File: config.mk
export PLATFORM = sky130hd
export DESIGN_NAME = rip_relative_load_scanner
export DESIGN_NICKNAME = d
export VERILOG_FILES = /design/src/rtl/rrls_pkg.sv /design/src/rtl/rrls_target_check.sv /design/src/rtl/rip_relative_load_scanner.sv
export SDC_FILE = /design/constraint.sdc
export NUM_CORES = 1
export LEC_CHECK = 0
export BUFFER_PORTS_ARGS = -buffer_cell sky130_fd_sc_hd__buf_2
export CORE_ASPECT_RATIO = 0.6
export CORE_MARGIN = 2
export CORE_UTILIZATION = 45
export DETAILED_ROUTE_END_ITERATION = 12
export PLACE_DENSITY = 0.75
export SLEW_MARGIN = 10
export SYNTH_ARGS = -nofsm -noshare
export SYNTH_HDL_FRONTEND = slang
export SYNTH_SLANG_ARGS = --single-unit
export TNS_END_PERCENT = 30
File: constraint.sdc
create_clock -name clk -period 8 [get_ports clk]
set_clock_uncertainty 0.1 [all_clocks]
set_input_delay 1.6 -clock clk [delete_from_list [all_inputs] [get_ports clk]]
set_output_delay 1.6 -clock clk [all_outputs]
set_load 0.05 [all_outputs]
File: src/rtl/rrls_pkg.sv
// Package for the RIP-relative load scanner: decode constants, register
// indexes and the pipeline stage records. No dependencies.
`default_nettype none

package rrls_pkg;

    localparam int ADDR_W     = 64;
    localparam int OUT_OFF_W  = 32;
    localparam int DISP_W     = 32;
    localparam int CFG_DATA_W = 64;
    localparam int WINDOW_LEN = 6;

    // REX.W with or without REX.R: 0x48 or 0x4C.
    localparam logic [7:0] REX_MASK   = 8'hfb;
    localparam logic [7:0] REX_W      = 8'h48;
    localparam logic [7:0] OPC_LEA    = 8'h8d;
    localparam logic [7:0] OPC_MOV    = 8'h8b;
    // ModRM with mod 00 and rm 101, any reg field.
    localparam logic [7:0] MODRM_MASK = 8'hc7;
    localparam logic [7:0] MODRM_RIP  = 8'h05;
    localparam int         INSN_LEN   = 7;

    typedef enum logic [0:0] {
        REG_TARGET_ADDRESS = 1'b0,
        REG_BASE_ADDRESS   = 1'b1
    } cfg_index_t;

    // Item after the decode stage.
    typedef struct packed {
        logic                  valid;
        logic                  first;
        logic                  last;
        logic                  cand;
        logic [OUT_OFF_W-1:0]  offset;
        logic [DISP_W-1:0]     disp;
    } dec_stage_t;

    // Item after the instruction end has been formed.
    typedef struct packed {
        logic                  valid;
        logic                  first;
        logic                  last;
        logic                  cand;
        logic [OUT_OFF_W-1:0]  offset;
        logic [DISP_W-1:0]     disp;
        logic [ADDR_W-1:0]     end_addr;
    } end_stage_t;

endpackage

`default_nettype wire

File: src/rtl/rrls_target_check.sv
// Resolves a RIP-relative operand and compares it with the target address.
// Depends on rrls_pkg.
`default_nettype none

module rrls_target_check (
    input  wire logic [rrls_pkg::ADDR_W-1:0] end_addr,
    input  wire logic [rrls_pkg::DISP_W-1:0] disp,
    input  wire logic [rrls_pkg::ADDR_W-1:0] target_addr,
    output logic                             hit
);
    import rrls_pkg::*;

    logic [ADDR_W:0] resolved;

    // One extra bit catches both a carry past the top and a borrow below zero.
    assign resolved = {1'b0, end_addr}
                    + {{(ADDR_W + 1 - DISP_W){disp[DISP_W-1]}}, disp};

    assign hit = !resolved[ADDR_W]
              && (resolved[ADDR_W-1:0] == target_addr)
              && (target_addr != '0);

endmodule

`default_nettype wire

File: src/rtl/rip_relative_load_scanner.sv
// Top level of the RIP-relative load scanner: byte window, decode, address
// pipeline and result register. Depends on rrls_pkg and rrls_target_check.
`default_nettype none

// Channel  Direction  Handshake            Payload
// in       to block   in_valid / in_stall   code_byte, first_byte, last_byte
// out      from block out_valid / out_stall found, match_offset
// cfg      to block   cfg_write             cfg_index, cfg_data
//
// One byte is taken every cycle unless in_stall is high. A byte's result,
// if it causes one, goes through the decode register and the two address
// stages (instruction end, then resolve and compare) to the output register.
// Reset clears the window, the byte count, the pipeline valids and the
// configuration registers. A stalled output holds only the stages behind it
// that would need the output register; bytes that cause no result keep
// flowing, so the input is stalled only when the pipeline is truly full.
module rip_relative_load_scanner #(
    parameter int OFFSET_WIDTH = 32
) (
    input  wire logic                             clk,
    input  wire logic                             rst_n,
    // Configuration.
    input  wire logic                             cfg_write,
    input  wire rrls_pkg::cfg_index_t             cfg_index,
    input  wire logic [rrls_pkg::CFG_DATA_W-1:0]  cfg_data,
    // Input channel.
    input  wire logic                             in_valid,
    output logic                                  in_stall,
    input  wire logic [7:0]                       code_byte,
    input  wire logic                             first_byte,
    input  wire logic                             last_byte,
    // Output channel.
    output logic                                  out_valid,
    input  wire logic                             out_stall,
    output logic                                  found,
    output logic [rrls_pkg::OUT_OFF_W-1:0]        match_offset
);
    import rrls_pkg::*;

    localparam logic [OFFSET_WIDTH-1:0] COUNT_MAX = '1;
    localparam logic [OFFSET_WIDTH-1:0] WIN_COUNT = OFFSET_WIDTH'(WINDOW_LEN);

    // Configuration registers.
    logic [ADDR_W-1:0] target_reg;
    logic [ADDR_W-1:0] base_reg;

    // Scan state.
    logic [7:0]              window_reg [WINDOW_LEN];
    logic [OFFSET_WIDTH-1:0] count_reg;
    logic                    done_reg;
    logic                    done_next;

    // Pipeline.
    dec_stage_t dec_reg, dec_next;
    end_stage_t end_reg, end_next;

    logic                 out_valid_reg, out_valid_next;
    logic                 found_reg;
    logic [OUT_OFF_W-1:0] offset_reg;

    // Handshake and flow control.
    logic accept;
    logic out_free;
    logic emit;
    logic end_go;
    logic end_ready;
    logic dec_ready;
    logic hit;

    // Decode of the current byte against the window.
    logic [7:0]              win_eff [WINDOW_LEN];
    logic [OFFSET_WIDTH-1:0] count_eff;
    logic [OFFSET_WIDTH-1:0] offset_full;
    logic [63:0]             offset_wide;
    logic                    shape_ok;
    logic                    count_ok;
    logic [ADDR_W:0]         end_sum;

    // ------------------------------------------------------------------
    // Configuration.
    // ------------------------------------------------------------------
    always_ff @(posedge clk or negedge rst_n)
    begin
        if (!rst_n)
        begin
            target_reg <= '0;
            base_reg   <= '0;
        end
        else if (cfg_write)
        begin
            unique case (cfg_index)
                REG_TARGET_ADDRESS: target_reg <= cfg_data;
                REG_BASE_ADDRESS:   base_reg   <= cfg_data;
                default:            target_reg <= target_reg;
            endcase
        end
    end

    // ------------------------------------------------------------------
    // Flow control. The last stage may always drop an item that gives no
    // result; an item that gives one needs the output register free.
    // ------------------------------------------------------------------
    assign out_free  = !out_valid_reg || !out_stall;
    assign emit      = end_reg.valid && !(done_reg && !end_reg.first)
                    && ((end_reg.cand && hit) || end_reg.last);
    assign end_go    = end_reg.valid && (!emit || out_free);
    assign end_ready = !end_reg.valid || end_go;
    assign dec_ready = !dec_reg.valid || end_ready;
    assign in_stall  = !dec_ready;
    assign accept    = in_valid && dec_ready;

    // ------------------------------------------------------------------
    // Decode stage: a start-of-buffer byte sees an empty window and a zero
    // count. The candidate's displacement ends in the current byte.
    // ------------------------------------------------------------------
    always_comb
    begin
        for (int i = 0; i < WINDOW_LEN; i++)
        begin
            win_eff[i] = first_byte ? 8'h00 : window_reg[i];
        end
        count_eff   = first_byte ? '0 : count_reg;
        offset_full = count_eff - WIN_COUNT;
        offset_wide = 64'(offset_full);

        shape_ok = ((win_eff[0] & REX_MASK) == REX_W)
                && ((win_eff[1] == OPC_LEA) || (win_eff[1] == OPC_MOV))
                && ((win_eff[2] & MODRM_MASK) == MODRM_RIP);
        // Only offsets that the counter still tracks and that fit the
        // reported field are checked.
        count_ok = (count_eff >= WIN_COUNT) && (count_eff != COUNT_MAX)
                && (offset_wide[63:OUT_OFF_W] == '0);

        dec_next.valid  = accept;
        dec_next.first  = first_byte;
        dec_next.last   = last_byte;
        dec_next.cand   = shape_ok && count_ok;
        dec_next.offset = offset_wide[OUT_OFF_W-1:0];
        dec_next.disp   = {code_byte, win_eff[5], win_eff[4], win_eff[3]};
    end

    always_ff @(posedge clk or negedge rst_n)
    begin
        if (!rst_n)
        begin
            count_reg <= '0;
            for (int i = 0; i < WINDOW_LEN; i++)
            begin
                window_reg[i] <= 8'h00;
            end
        end
        else if (accept)
        begin
            // The window keeps shifting after a result; the next buffer
            // start clears it anyway.
            for (int i = 0; i < WINDOW_LEN - 1; i++)
            begin
                window_reg[i] <= win_eff[i+1];
            end
            window_reg[WINDOW_LEN-1] <= code_byte;
            count_reg <= (count_eff == COUNT_MAX) ? count_eff
                                                  : count_eff + 1'b1;
        end
    end

    always_ff @(posedge clk or negedge rst_n)
    begin
        if (!rst_n)
        begin
            dec_reg <= '0;
        end
        else
        begin
            if (dec_ready)
            begin
                dec_reg.valid <= dec_next.valid;
            end
            if (accept)
            begin
                dec_reg.first  <= dec_next.first;
                dec_reg.last   <= dec_next.last;
                dec_reg.cand   <= dec_next.cand;
                dec_reg.offset <= dec_next.offset;
                dec_reg.disp   <= dec_next.disp;
            end
        end
    end

    // ------------------------------------------------------------------
    // Instruction end: base + offset + 7. A carry out of 64 bits skips the
    // candidate.
    // ------------------------------------------------------------------
    always_comb
    begin
        end_sum = {1'b0, base_reg} + (ADDR_W + 1)'(dec_reg.offset)
                + (ADDR_W + 1)'(INSN_LEN);

        end_next.valid    = dec_reg.valid;
        end_next.first    = dec_reg.first;
        end_next.last     = dec_reg.last;
        end_next.cand     = dec_reg.cand && !end_sum[ADDR_W];
        end_next.offset   = dec_reg.offset;
        end_next.disp     = dec_reg.disp;
        end_next.end_addr = end_sum[ADDR_W-1:0];
    end

    always_ff @(posedge clk or negedge rst_n)
    begin
        if (!rst_n)
        begin
            end_reg <= '0;
        end
        else
        begin
            if (end_ready)
            begin
                end_reg.valid <= end_next.valid;
            end
            if (end_ready && dec_reg.valid)
            begin
                end_reg.first    <= end_next.first;
                end_reg.last     <= end_next.last;
                end_reg.cand     <= end_next.cand;
                end_reg.offset   <= end_next.offset;
                end_reg.disp     <= end_next.disp;
                end_reg.end_addr <= end_next.end_addr;
            end
        end
    end

    // ------------------------------------------------------------------
    // Resolve and compare, then the result register.
    // ------------------------------------------------------------------
    rrls_target_check u_target_check (
        .end_addr    (end_reg.end_addr),
        .disp        (end_reg.disp),
        .target_addr (target_reg),
        .hit         (hit)
    );

    // The buffer is finished once it has given its result; only a new
    // buffer start reopens it.
    always_comb
    begin
        done_next = done_reg;
        if (end_go)
        begin
            if (end_reg.first)
            begin
                done_next = 1'b0;
            end
            if (emit)
            begin
                done_next = 1'b1;
            end
        end
    end

    always_comb
    begin
        if (end_go && emit)
        begin
            out_valid_next = 1'b1;
        end
        else
        begin
            out_valid_next = out_valid_reg && out_stall;
        end
    end

    always_ff @(posedge clk or negedge rst_n)
    begin
        if (!rst_n)
        begin
            done_reg      <= 1'b0;
            out_valid_reg <= 1'b0;
        end
        else
        begin
            done_reg      <= done_next;
            out_valid_reg <= out_valid_next;
        end
    end

    always_ff @(posedge clk)
    begin
        if (end_go && emit)
        begin
            found_reg  <= end_reg.cand && hit;
            offset_reg <= (end_reg.cand && hit) ? end_reg.offset : '0;
        end
    end

    assign out_valid    = out_valid_reg;
    assign found        = found_reg;
    assign match_offset = offset_reg;

`ifndef SYNTHESIS
    // A buffer that ended without a match reports offset zero.
    assert property (@(posedge clk) disable iff (!rst_n)
        out_valid && !found |-> match_offset == '0)
        else $error("no-match result carries a non-zero offset");

    // Once a result has left the last stage the buffer is closed.
    assert property (@(posedge clk) disable iff (!rst_n)
        end_go && emit |=> done_reg)
        else $error("buffer not closed after its result");

    // The byte counter saturates instead of wrapping.
    assert property (@(posedge clk) disable iff (!rst_n)
        accept && !first_byte && count_reg == COUNT_MAX |=> count_reg == COUNT_MAX)
        else $error("byte counter wrapped");

    // A result is never overwritten while it is held by a stall.
    assert property (@(posedge clk) disable iff (!rst_n)
        out_valid_reg && out_stall |-> !(end_go && emit))
        else $error("held result overwritten");
`endif

endmodule

`default_nettype wire

Word level (Yosys, flattened, before mapping)
Cells that the tools add are included.

operators by class
  add/sub/neg operators = 5
  $mul = 0
  divide/modulo/power cells = 0
  order comparisons = 1
  eq/ne operators = 7
  shift-type cells = 0
  muxes and demuxes = 11
  bitwise operators = 1
  reductions and logical operators = 37

operators by type and width
  cell                   count
  $add 64x32->65         1
  $add 64x65->65         1
  $add 65x3->65 const B  1
  $eq 64x64->1           1
  $mux 32                2
  $reduce_bool 64->1     1
  $mux 8                 6
  $add 32x1->32 const B  1
  $eq 32x32->1 const B   1
  $ge 32x3->1 const B    1
  $ne 32x32->1 const B   1
  $sub 32x3->32 const B  1
  $eq 8x8->1 const B     2
  $logic_and 1x1->1      16
  $logic_not 1->1        10
  $eq 7x6->1 const B     1
  $logic_or 1x1->1       6
  $reduce_and 2->1       3
  $eq 5x3->1 const B     1
  $mux 1                 3
  $reduce_bool 2->1      1
  $not 1->1              1

storage, ports and cells
  register bits = 443
  bits in latches = 0
  memory bits (writable) = 0
  ROM bits = 0
  bits of input ports = 80
  logic and storage cells = 88
  memories = 0

Longest topological paths before layout
Gate-level depths: netlist (run 1).

  word-level depth = 13
  mapped depth = 20
  gate-level depth less buffers = 19

Modules after synthesis
Synthesis (run 1) repeated with hierarchy kept, for this count alone.

second synthesis, totals
  cells, all modules = 2928
  area, all modules = 25964.9 µm²

modules (own cells, without submodules)
  module                     instances  cells each  area an instance (µm²)
  rip_relative_load_scanner  1          1989        19917.9
  rrls_target_check          1          939         6047.0

Least setup slack after synthesis (run 1)
OpenSTA, ideal clock, no wires.

  kind = register to register
  start point = register end_reg[95] (netlist name)
  end point = register found_reg (netlist: found), enable pin
  setup time = 471 ps
  arrival = 7004 ps
  slack = 424 ps
  stages on the path, launching flop included = 16
  clock period less this slack = 7576 ps
  path through = dfrtp_1 ha_1 clkbuf_1 a21oi_1 o21a_1 nor3_1 or4_1 a2111oi_0 and4_1 nand4_1 nor4_1 nand4_1 or4_1 o41a_4 clkbuf_1 nor3b_1

on the way
  word-level cells in the longest chain between the ends = 11
  elaborated cells between the ends (all ways) = 12
  those cells by class = 1 x add/sub; 1 x eq/ne; 10 x reduce/logical

RTL lines
  item                                                    line                                              text
  $add 64x65->65 (*)                                      rrls_target_check.sv:17                           + {{(ADDR_W + 1 - DISP_W){disp[DISP_W-1]}}, disp};
  $eq 64x64->1 / $logic_not 1->1 (equally long branches)  rrls_target_check.sv:20, rrls_target_check.sv:19
  $logic_and 1x1->1 (*)                                   rrls_target_check.sv:20                           && (resolved[ADDR_W-1:0] == target_addr)
  $logic_and 1x1->1 (*)                                   rrls_target_check.sv:21                           && (target_addr != '0);
  $logic_and 1x1->1 (*)                                   rip_relative_load_scanner.sv:105                  && ((end_reg.cand && hit) || end_reg.last);
  $logic_or 1x1->1 (*)                                    rip_relative_load_scanner.sv:105
  $logic_and 1x1->1 (*)                                   rip_relative_load_scanner.sv:105
  $logic_not 1->1                                         rip_relative_load_scanner.sv:106                  assign end_go = end_reg.valid && (!emit || out_free);
  $logic_or 1x1->1                                        rip_relative_load_scanner.sv:106
  $logic_and 1x1->1                                       rip_relative_load_scanner.sv:106
  $logic_and 1x1->1 (*)                                   rip_relative_load_scanner.sv:287                  if (end_go && emit)
  end signal: assignment                                  rip_relative_load_scanner.sv:289                  found_reg <= end_reg.cand && hit;
  end: declaration                                        rip_relative_load_scanner.sv:58                   logic found_reg;

Mark *: on every way between the ends. The rest lies on a longest branch, timed or not.
A chain may end at the register's enable or synchronous reset.

Worst setup path after layout (run 1)
  start point = register end_reg[95] (netlist name)
  end point = output in_stall

on the way
  word-level cells in the longest chain between the ends = 13
  elaborated cells between the ends (all ways) = 14
  those cells by class = 1 x add/sub; 1 x eq/ne; 12 x reduce/logical

RTL lines
  item                                                    line                                              text
  $add 64x65->65 (*)                                      rrls_target_check.sv:17
  $eq 64x64->1 / $logic_not 1->1 (equally long branches)  rrls_target_check.sv:20, rrls_target_check.sv:19
  $logic_and 1x1->1 (*)                                   rrls_target_check.sv:20
  $logic_and 1x1->1 (*)                                   rrls_target_check.sv:21
  $logic_and 1x1->1 (*)                                   rip_relative_load_scanner.sv:105
  $logic_or 1x1->1 (*)                                    rip_relative_load_scanner.sv:105
  $logic_and 1x1->1 (*)                                   rip_relative_load_scanner.sv:105
  $logic_not 1->1 (*)                                     rip_relative_load_scanner.sv:106
  $logic_or 1x1->1 (*)                                    rip_relative_load_scanner.sv:106
  $logic_and 1x1->1 (*)                                   rip_relative_load_scanner.sv:106
  $logic_or 1x1->1 (*)                                    rip_relative_load_scanner.sv:107                  assign end_ready = !end_reg.valid || end_go;
  $logic_or 1x1->1 (*)                                    rip_relative_load_scanner.sv:108                  assign dec_ready = !dec_reg.valid || end_ready;
  $logic_not 1->1 (*)                                     rip_relative_load_scanner.sv:109                  assign in_stall = !dec_ready;
  end: declaration                                        rip_relative_load_scanner.sv:28                   output logic in_stall,

Marked as above.

==> results of run 1 <==
-- metal layers --
metal,track usage,part of all wire
met3,0.139,0.14
met2,0.400,0.36
met4,0.0596,0.016
met1,0.512,0.48
met5,0,0.00035
-- synthesized netlist by cell type, drive strengths merged, types with 11 or more instances --
library cell | number | area (um^2)
nor2b | 30 | 188
edfxtp | 33 | 991
clkbuf | 100 | 378
o21bai | 14 | 105
a2111oi | 11 | 96.3
inv | 49 | 184
nor4 | 47 | 294
nand3 | 53 | 265
o211ai | 29 | 218
xor2 | 63 | 552
nor2 | 166 | 626
a211oi | 11 | 92.6
nand4 | 66 | 413
a21o | 38 | 285
nand2b | 13 | 81.3
a21oi | 146 | 742
or4 | 16 | 124
buf | 51 | 332
and3 | 24 | 150
mux2 | 291 | 3280
or3 | 21 | 136
o21a | 38 | 285
and4 | 19 | 166
nor3 | 61 | 315
ha | 131 | 1640
mux2i | 20 | 200
dfrtp | 377 | 9430
o21ai | 210 | 1050
o41ai | 11 | 96.3
and2 | 36 | 225
a31oi | 12 | 75.1
o22ai | 17 | 106
nand2 | 238 | 893
xnor2 | 89 | 780
-- layout make-up --
type / count / area, um^2
tap: 770 / 963
multi-input combinational: 2049 / 14700
antenna: 2 / 5.00
fill: 5179 / 28400
inverter: 49 / 184
sequential: 410 / 10400
clock buffer: 57 / 1150
timing repair buffer: 174 / 1090
clock inverter: 20 / 303
-- kinds of logic after synthesis --
kind of cell	synth area share
and+or+nand+nor	0.160
DFF	0.401
buffers and inverters	0.0344
AOI/OAI and AO/OA	0.154
muxes	0.134
adders and majority gates	0.0646
xor gates and xnor gates	0.0512
-- stage by stage --
step                      area, um^2  worst slack (ns)
final                          28800             0.175
after global routing           28800            0.0347
after CTS                      28800             0.209
after detailed placement       27400             0.889
after global placement         27400             0.863
after floorplan                26000             0.424
-- what timing repair did --
action                     in CTS  in global routing
setup endpoints to repair       0                  1
hold buffers                    0                  0
resized for setup               0                  1
-- worst max-delay path, stage by stage, from the launching register on --
cell,delay (ns)
dfrtp_1,0.38
buf_4,0.20
ha_1,0.44
a21oi_1,0.42
o21ai_0,0.39
a21oi_2,0.39
o21ai_1,0.26
buf_4,0.23
a21oi_1,0.16
a21boi_1,0.19
buf_4,0.20
nor4_1,0.07
a2111oi_0,0.52
xnor2_1,0.25
or4_1,0.50
o41a_4,0.41
nor2_1,0.17
buf_2,0.31
-- power by group through the flow --
stage	registers, mW	logic [mW]	clock network [mW]
final	2.83	5.05	2.12
after global routing	2.87	5.34	2.24
after CTS	2.82	4.83	2.15
after detailed placement	2.86	4.79	0
after global placement	2.84	4.77	0
after floorplan	2.75	3.04	0
-- worst paths after layout --
path	from	endpoint	slack (ns)	cells after the start
min in group asynchronous	rst_n	end_reg[115]$_DFFE_PN0P_	0.88	1
worst min register to register	end_reg[111]$_DFFE_PN0P_	end_reg[111]$_DFFE_PN0P_	0.39	1
worst max-delay path	end_reg[95]$_DFFE_PN0P_	in_stall	0.18	17
worst max register to register	end_reg[95]$_DFFE_PN0P_	end_reg[44]$_DFFE_PN0P_	1.14	19
max in group asynchronous	rst_n	end_reg[53]$_DFFE_PN0P_	5.56	2
worst min-delay path	end_reg[111]$_DFFE_PN0P_	end_reg[111]$_DFFE_PN0P_	0.39	1
==> out/results.ini, run 1 <==
[global_route]
antenna_found_initial=12
grt_use_total=0.325
grt_overflow_total=0
grt_max_degree=151
grt_pass1_wl_mm=143
grt_pass1_vias=21500

[clock_network]
clock_path_buffers=3
cts_sinks=410
clk_latency_ns=0.62
cts_max_level=2
cts_tree=yes
cts_made_buffers=42
cts_root_buffer=clkbuf_16
clk_pin_slew_worst_paths_ns=0.07
post_cts_buffers=0

[layout]
post-route-util=0.504
final_common_cell=dfrtp_1
fin_nets=2939
layout_common_cells=dfrtp_1 (377), nand2_1 (237), o21ai_0 (191)
drive_gt1_frac=0.158
largest_register_ffs=132
syn2layout_area_growth_pct=11.0
stdcell_count=3531

[worst_setup_path]
crit_required_ns=6.30
worstPathArrival_ns=6.12
crit_type=flop to output pin
cp-start-kind=flop
crit_fanout=11
endpoint_kind=output pin

[power]
pwr-share-comb=0.505
power_density_nw_per_um2=347
p_total_mw=10.0
power.internal_mw=5.43
leakage_nw=11.8
switching_share=0.457
vdd_drop_max_uv=157
seqPwrFrac=0.283
clock_power_share=0.212
p_sw_mw=4.58

[die]
pin_count=115
die_x_um=314
die_area_um2=59700
rows=68
die_h_um=190
fp.coreArea_um2=57300
initial_core_util=0.454

[detailed_routing]
drc=0
drt.antenna.violating_nets=0
drt_iter0_markers=2826
routed_wl_mm=97.7
routedWlPerCell_um=27.7
post_drt_via_cell_ratio=6.38
dr_total_vias=22500
dr.pass1.iters=6

[synthesis]
syn_inst=2659
synth_area_um2=26000
synth-main-ff-cell=dfrtp_1
ys_seq_area_frac=0.401
synth_nets=2872
synth_cell_types=89
avgSynthCellArea_um2=9.77
ys_ff_latch=410
synth_edf_count=33
synthArstFlopShare=0.920
ys.warnings.count=0

[placement]
dp.cells=3452
portBuffers=114
gp_congestion=1.02
dp_hpwl_mm=77.7

[sta]
min_period_ns=7.82
hold_viol=0
grt_setup_unrepaired=no
finalSetupTns_ns=0
worst_pin_slew_ns=1.20
setup_viol=0
fin_hold_ws_ns=0.386
fmax_mhz=128
final.period_utilization=0.978
slew_headroom=0.191
drv_slew=0

[hold_path]
worstHoldPathType=flop to flop

[job]
cap_violations=0

[status]
outcome=complete, no violations

(Power assumes the default switching activity.)
==> run 2, diff against run 1 <==
Settings changed: CORE_MARGIN 2 to default.
==> out/results.ini, run 2 (synthesis gave the netlist of run 1 again) <==
[layout]
drive_gt1_frac=0.155
nFillCells=5130
syn2layout_area_growth_pct=10.5
final_common_cell=dfrtp_1
post-route-util=0.509
largest_register_ffs=132
stdcell_count=3501
fin_nets=2925
layout_common_cells=dfrtp_1 (377), nand2_1 (237), o21ai_0 (188)

[sta]
drv_slew=0
finalSetupTns_ns=0
hold_viol=0
grt_setup_unrepaired=no
slew_headroom=0.161
worst_pin_slew_ns=1.25
min_period_ns=7.79
setup_viol=0
final.period_utilization=0.973
fmax_mhz=128

[worst_setup_path]
crit_required_ns=6.30
crit_type=flop to output pin
crit_cells=15
crit_fanout=29
worstPathArrival_ns=6.09
crit_buf_inv=2
cp_slowest_stage_delay_ns=0.60
cp_cell_sequence=buf_12, ha_1, nand2_1, o21ai_2, o21ai_0, o211ai_1, nand3_1, a311oi_1, nand4_1, nor4_1, nand4b_1, or3b_2, o41a_4, nor2_1, buf_2
endpoint_kind=output pin
cp_slowest_cell=or3b_2
cp-start-kind=flop
rr_worst_depth=17
crit_family=compound AO/OA/AOI/OAI gates

[detailed_routing]
drt_iter0_markers=2939
drc=0
drt.antenna.violating_nets=0
post_drt_via_cell_ratio=6.39
routed_wl_mm=93.4
dr.pass1.iters=7
dr_total_vias=22400
routedWlPerCell_um=26.7

[power]
switching_share=0.459
clock_power_share=0.207
vdd_drop_max_uv=172
power_density_nw_per_um2=342
seqPwrFrac=0.289
pwr-share-comb=0.504
power.internal_mw=5.31
leakage_nw=11.7
p_sw_mw=4.50

[global_route]
antenna_found_initial=7
grt_pass1_vias=21400
grt_max_degree=148
grt_use_total=0.316
grt_overflow_total=0
grt_pass1_wl_mm=139

[placement]
gp_congestion=1.03
dp.cells=3428
dp_hpwl_mm=73.9
portBuffers=114

[die]
fp.coreArea_um2=56400
die_h_um=188
initial_core_util=0.460
rows=67
die_area_um2=58700
pin_count=115
die_x_um=312

[clock_network]
clock_path_buffers=3
cts_root_buffer=clkbuf_16
cts_max_level=2
cts_sinks=410
cts_made_buffers=41
clk_pin_slew_worst_paths_ns=0.07
clk_latency_ns=0.60
post_cts_buffers=0
cts_tree=yes

[hold_path]
whs_path_depth=1
worstHoldPathType=flop to flop

[job]
cap_violations=0

[status]
outcome=complete, no violations

==> run 2: worst reg2reg max path, cell delays in order, from the launching register on <==
cell,delay (ns)
dfrtp_1,0.48
buf_12,0.22
ha_1,0.50
nand2_1,0.16
o21ai_2,0.33
o21ai_0,0.27
o211ai_1,0.57
nand3_1,0.22
a311oi_1,0.41
nand4_1,0.20
nor4_1,0.39
nand4b_1,0.17
or3b_2,0.60
o41a_4,0.48
buf_4,0.23
o21ai_4,0.72
buf_4,0.35
a2bb2oi_1,0.20
==> run 2: path summary, 6_finish.rpt <==
path	startpoint	to	slack [ns]
max	end_reg[95]$_DFFE_PN0P_	in_stall	0.21
min in group asynchronous	rst_n	end_reg[117]$_DFFE_PN0P_	0.90
min	end_reg[114]$_DFFE_PN0P_	end_reg[114]$_DFFE_PN0P_	0.38
max reg2reg	end_reg[95]$_DFFE_PN0P_	count_reg[24]$_DFFE_PN0P_	1.37
max in group asynchronous	rst_n	target_reg[59]$_DFFE_PN0P_	5.56
min reg2reg	end_reg[114]$_DFFE_PN0P_	end_reg[114]$_DFFE_PN0P_	0.38
==> run 2: power by group through the flow <==
| stage | sequential [mW] | combinational [mW] | clock, mW |
|---|---|---|---|
| after detailed placement | 2.86 | 4.68 | 0 |
| after global placement | 2.84 | 4.66 | 0 |
| after floorplan | 2.75 | 3.04 | 0 |
| after CTS | 2.83 | 4.72 | 2.06 |
| final | 2.84 | 4.95 | 2.03 |
| after global routing | 2.87 | 5.21 | 2.14 |
==> run 2: metrics by stage <==
step / hold WS, ns / power, mW / instance area (um^2) / setup WS (ns)
after global placement: 0.367 / 7.50 / 27300 / 0.722
after detailed placement: 0.373 / 7.54 / 27300 / 0.533
after CTS: 0.388 / 9.61 / 28700 / 0.161
final: 0.383 / 9.82 / 28700 / 0.215
after global routing: 0.400 / 10.2 / 28700 / 0.0753
after floorplan: 0.350 / 5.80 / 26000 / 0.424
==> run 2: final cells by class <==
| class | instances | area (um^2) | area share |
|---|---|---|---|
| clock inverters | 20 | 277 | 0.00964 |
| repair buffers | 161 | 1010 | 0.0351 |
| inverters | 49 | 184 | 0.00641 |
| flip-flops and latches | 410 | 10400 | 0.363 |
| clock buffers | 52 | 1120 | 0.0390 |
| diodes | 1 | 2.50 | 0.0000872 |
| well taps | 759 | 950 | 0.0331 |
| multi-input cells | 2049 | 14700 | 0.513 |
==> run 2: timing repair <==
item | 4_1_cts | 5_1_grt
hold buffers | 0 | 0
gates cloned | 0 | 0
setup endpoints to repair | 1 | 1
pin swaps | 0 | 1
gates resized for setup | 2 | 5
==> run 2: per-layer routing <==
metal,vias up,wire [um],global-route usage
met1,11200,45900,0.512
met4,12,1050,0.0424
met2,1131,33800,0.388
met5,-,227,0.0203
li1,9897,-,-
met3,107,12400,0.118
